### src/hw/rtl/wosm_pkg.sv
// Shared constants, codes and controller/datapath command types for the stream merge.
package wosm_pkg;

  // Default geometry of the block.
  localparam int THREADS_DEF     = 4;
  localparam int QUEUE_DEPTH_DEF = 8;
  localparam int TIME_BITS_DEF   = 48;

  // Fixed widths of the channel fields.
  localparam int OP_W   = 2;
  localparam int THR_W  = 3;
  localparam int TS_W   = 48;
  localparam int PL_W   = 32;
  localparam int STAT_W = 2;

  // Saturation limit of the active thread count.
  localparam int ACT_W   = 4;
  localparam int ACT_MAX = 15;

  // Entry kinds.
  typedef enum logic [OP_W-1:0] {
    OP_PLAIN  = 2'd0,
    OP_REGIST = 2'd1,
    OP_FINISH = 2'd2,
    OP_SYNC   = 2'd3
  } op_t;

  // Result status codes.
  typedef enum logic [STAT_W-1:0] {
    STAT_RELEASE = 2'd0,
    STAT_FULL    = 2'd1,
    STAT_ORDER   = 2'd2
  } stat_t;

  // Commands from the controller to the datapath.
  typedef struct packed {
    logic latch;
    logic update;
    logic wm_step;
    logic rel_step;
    logic pop;
    logic refill;
    logic emit_drop;
    logic emit_pend;
    logic pend_last;
  } ctrl_cmd_t;

  // Status from the datapath to the controller.
  typedef struct packed {
    logic drop;
    logic rec;
    logic wm_last;
    logic rel_last;
    logic rel_ok;
    logic pend_valid;
    logic out_free;
  } dp_stat_t;

endpackage

### src/hw/rtl/wosm_ctrl.sv
// Controller state machine that sequences check, update, scans and result beats.
module wosm_ctrl (
  input  logic                 clk,
  input  logic                 rst_n,
  input  logic                 in_valid,
  output logic                 in_ready,
  input  wosm_pkg::dp_stat_t   stat,
  output wosm_pkg::ctrl_cmd_t  cmd
);
  import wosm_pkg::*;

  typedef enum logic [7:0] {
    S_IDLE   = 8'b0000_0001,
    S_CHECK  = 8'b0000_0010,
    S_DROP   = 8'b0000_0100,
    S_WM     = 8'b0000_1000,
    S_REL    = 8'b0001_0000,
    S_DECIDE = 8'b0010_0000,
    S_REFILL = 8'b0100_0000,
    S_FLUSH  = 8'b1000_0000
  } state_t;

  state_t state_r, state_nxt;

  // Next state and command decode.
  always_comb begin
    state_nxt = state_r;
    cmd       = '0;
    in_ready  = 1'b0;
    unique case (state_r)
      S_IDLE: begin
        in_ready = 1'b1;
        if (in_valid) begin
          cmd.latch = 1'b1;
          state_nxt = S_CHECK;
        end
      end
      S_CHECK: begin
        if (stat.drop) begin
          state_nxt = S_DROP;
        end else begin
          cmd.update = 1'b1;
          state_nxt  = stat.rec ? S_WM : S_REL;
        end
      end
      S_DROP: begin
        if (stat.out_free) begin
          cmd.emit_drop = 1'b1;
          state_nxt     = S_IDLE;
        end
      end
      S_WM: begin
        cmd.wm_step = 1'b1;
        if (stat.wm_last) state_nxt = S_REL;
      end
      S_REL: begin
        cmd.rel_step = 1'b1;
        if (stat.rel_last) state_nxt = S_DECIDE;
      end
      S_DECIDE: begin
        if (!stat.rel_ok) begin
          state_nxt = stat.pend_valid ? S_FLUSH : S_IDLE;
        end else if (!stat.pend_valid || stat.out_free) begin
          cmd.pop       = 1'b1;
          cmd.emit_pend = stat.pend_valid;
          state_nxt     = S_REFILL;
        end
      end
      S_REFILL: begin
        cmd.refill = 1'b1;
        state_nxt  = S_REL;
      end
      S_FLUSH: begin
        if (stat.out_free) begin
          cmd.emit_pend = 1'b1;
          cmd.pend_last = 1'b1;
          state_nxt     = S_IDLE;
        end
      end
      default: state_nxt = S_IDLE;
    endcase
  end

  // State register.
  always_ff @(posedge clk) begin
    if (!rst_n) begin
      state_r <= S_IDLE;
    end else begin
      state_r <= state_nxt;
    end
  end

endmodule

### config.mk
export PLATFORM = sky130hd
export DESIGN_NAME = wosm_ctrl
export DESIGN_NICKNAME = d
export VERILOG_FILES = /design/src/hw/rtl/wosm_pkg.sv /design/src/hw/rtl/wosm_ctrl.sv
export SDC_FILE = /design/constraint.sdc
export NUM_CORES = 1
export LEC_CHECK = 0
export BUFFER_PORTS_ARGS = -buffer_cell sky130_fd_sc_hd__buf_2
export CAP_MARGIN = 20
export CORE_MARGIN = 8
export CORE_UTILIZATION = 40
export CTS_CLUSTER_DIAMETER = 100
export CTS_CLUSTER_SIZE = 20
export DETAILED_ROUTE_END_ITERATION = 8
export GPL_ROUTABILITY_DRIVEN = 0
export PLACE_DENSITY = 0.67
export SYNTH_ARGS = -nofsm -noshare
export SYNTH_HDL_FRONTEND = slang
export SYNTH_SLANG_ARGS = --single-unit
export TNS_END_PERCENT = 10
### constraint.sdc
create_clock -name clk -period 2.29 [get_ports clk]
set_input_delay 0.458 -clock clk [delete_from_list [all_inputs] [get_ports clk]]
set_output_delay 0.458 -clock clk [all_outputs]
set_load 0.005 [all_outputs]
==> reports/metrics.yaml <==
skew_ps: 5.80
drc_errors: 0
synth_cell_types: 34
synth-main-ff-cell: "dfxtp_1"
numCtsBuffers: 3
clockBufferDepth: 2
post-place-ws_ps: 343
grt_overflow: 0
die_w_um: 55.3
grt_max_degree: 11
path_buf_inv: 2
placementRows: 14
drive_gt1_share_pct: 32.3
rsz0062_at_grt: "no"
maxSlewHeadroom_pct: 69.1
track_usage_pct: 10.4
min_path_type: "input pin to flop"
cp-end-kind: "output pin"
drt-met1-wl_um: 770
portBuffers: 19
hold_viol_final: 0
multi_input_area_um2: 439
initialDrtViolationCount: 8
fillCellCount: 156
leakagePower_nw: 0.340
cts_tree: "built"
ys_seq_area_share_pct: 25.9
place_hpwl_mm: 1.30
p_total_mw: 0.472
met2_length_um: 782
routed_wl_mm: 1.65
avgRoutedWirePerCell_um: 14.7
grt_pass1_vias: 666
wl_met3_um: 75
routed.top_layer: "met4"
cp.arrival_ps: 1650
dr_total_vias: 627
postSynthCellCount: 77
final_max_slew_viol_count: 0
grt_antenna_before_repair: 0
post_drt_via_cell_ratio: 5.60
clk_pin_slew_ps: 50
yosysTopAreaCellShare_pct: 25.9
final_cells: 112
critPathMaxStageDelay_ps: 420
place_area_um2: 714
synth_edf_count: 0
fin_crit_ps: 2110
async_flop_share_pct: 0
status: "finished, final reports clean"
reg_top3: "state_r (8)"
synth_warnings: 0
fmax_mhz: 474
fin_util_pct: 51.1
worst-slew-pin-transition_ps: 457
fin_area_um2: 752
fin_hold_ws_ps: 445
cts_max_level: 1
nets: 108
initial_core_util_pct: 42.0
ys_seq_elements: 8
crit_path_top_delay_cell: "nor4_2"
worstPathCellList: "nor4_2 > nand4b_1 > inv_1 > and2_1 > buf_2"
synth_area_um2: 618
synth_top_area_cell: "dfxtp_1"
finalCritPeriodShare_pct: 92.1
placedCellCount: 109
seq_area_um2: 160
p_per_area_mw_per_mm2: 628
yosys-top-cells-area: "dfxtp_1 26%, nor2_1 4.3%, and2_1 4.0%"
largest_register_ffs: 8
worstPathRequired_ps: 1830
core_mm2: 0.00147
die_height_um: 55.3
syn2layout_area_growth_pct: 21.7
grt_pass1_wl_mm: 2.78
critical_path.startpoint_type: "flop"
n_antenna_cell: 0
max-vdd-ir-drop_v: 0.000522
ant_nets: 0
cp_max_fo: 5
synth.avg_cell_area_um2: 8.03
clkLatencyLatePin_ps: 260
setup_slack_ps: 180
firstDrtPassIters: 4
post-cts-setup-buffers: 0
crit_type: "flop to output pin"
clockRootBuffer: "clkbuf_4"
setup_viol: 0
fin_tns_setup_ps: 0
clkSinkCount: 8
top_register: "state_r"
maxCapViolations: 0
ios: 20
critPathTopFamily: "simple AND/OR/NAND/NOR gates"
dieArea_mm2: 0.00306
syn-num-nets: 87
[placed cells by master (no fill, tap or decap), types with 2 or more instances in the layout]
master	Yosys	final
buf_2	0	19
dfxtp_1	8	8
nor2_1	7	7
nand2_1	5	5
nor3_1	5	5
inv_1	4	4
and2_1	4	4
and3_1	3	3
nor2b_1	3	3
a21oi_1	3	3
clkbuf_4	0	3
nand4b_1	2	2
nand3_1	2	2
nor4_4	1	2
xor2_1	2	2
nand3b_1	2	2
o31ai_1	2	2
o22ai_1	2	2
a31o_1	2	2
[what timing repair did]
item,4_1_cts,5_1_grt
resized for setup,0,2
endpoints found under the setup margin,0,2
hold buffers,0,0
[area by class of cell]
class / count / share of cell area (%)
Inverter: 4 / 2.00
Multi-Input combinational cell: 62 / 58.4
Timing Repair Buffer: 19 / 12.6
Sequential cell: 8 / 21.3
Tap cell: 16 / 2.66
Clock buffer: 3 / 3.00
[Yosys cell counts (all sizes together), types with 3 or more instances]
| library cell | instances |
|---|---|
| nor2 | 7 |
| nor3 | 6 |
| dfxtp | 8 |
| inv | 4 |
| nor2b | 3 |
| and3 | 3 |
| nand2 | 5 |
| a21oi | 3 |
| and2 | 4 |
| nor4 | 4 |
[power breakdown]
group	total, mW	internal (mW)	switching, mW
Clock	0.106	0.0599	0.0466
Sequential	0.186	0.153	0.0327
Combinational	0.179	0.0888	0.0906
Total	0.472	0.302	0.170
[metal layers]
layer / vias up / track usage (%)
li1: 322 / -
met1: 288 / 11.7
met2: 15 / 17.3
met3: 2 / 2.51
met4: 0 / 5.63
met5: - / 0
[final timing paths]
kind | start | to | cells past startpoint | slack [ps]
setup reg to reg | state_r[7] | state_r[0] | 5 | 520
setup / recovery | state_r[3] | cmd[8] | 5 | 180
hold reg to reg | state_r[2] | state_r[2] | 2 | 640
hold / removal | stat[3] | state_r[5] | 3 | 440
[cell families (layout without fill, tap and decap cells)]
kind of cell | count (synthesis) | count (layout) | share of synthesized area (%)
AOI/OAI and AO/OA | 14 | 14 | 16.6
xor gates and xnor gates | 3 | 3 | 4.25
and+or+nand+nor | 45 | 45 | 47.8
DFF | 8 | 8 | 25.9
buffers and inverters | 7 | 26 | 5.47
[worst reg2reg max path, cell delays in order (launching register included)]
cell     delay (ps)
dfxtp_1         420
or4_4           600
nor3_1          190
o22ai_1         110
a31o_1          180
a21o_1          160
Note: power is estimated with default switching activity, not from simulation.
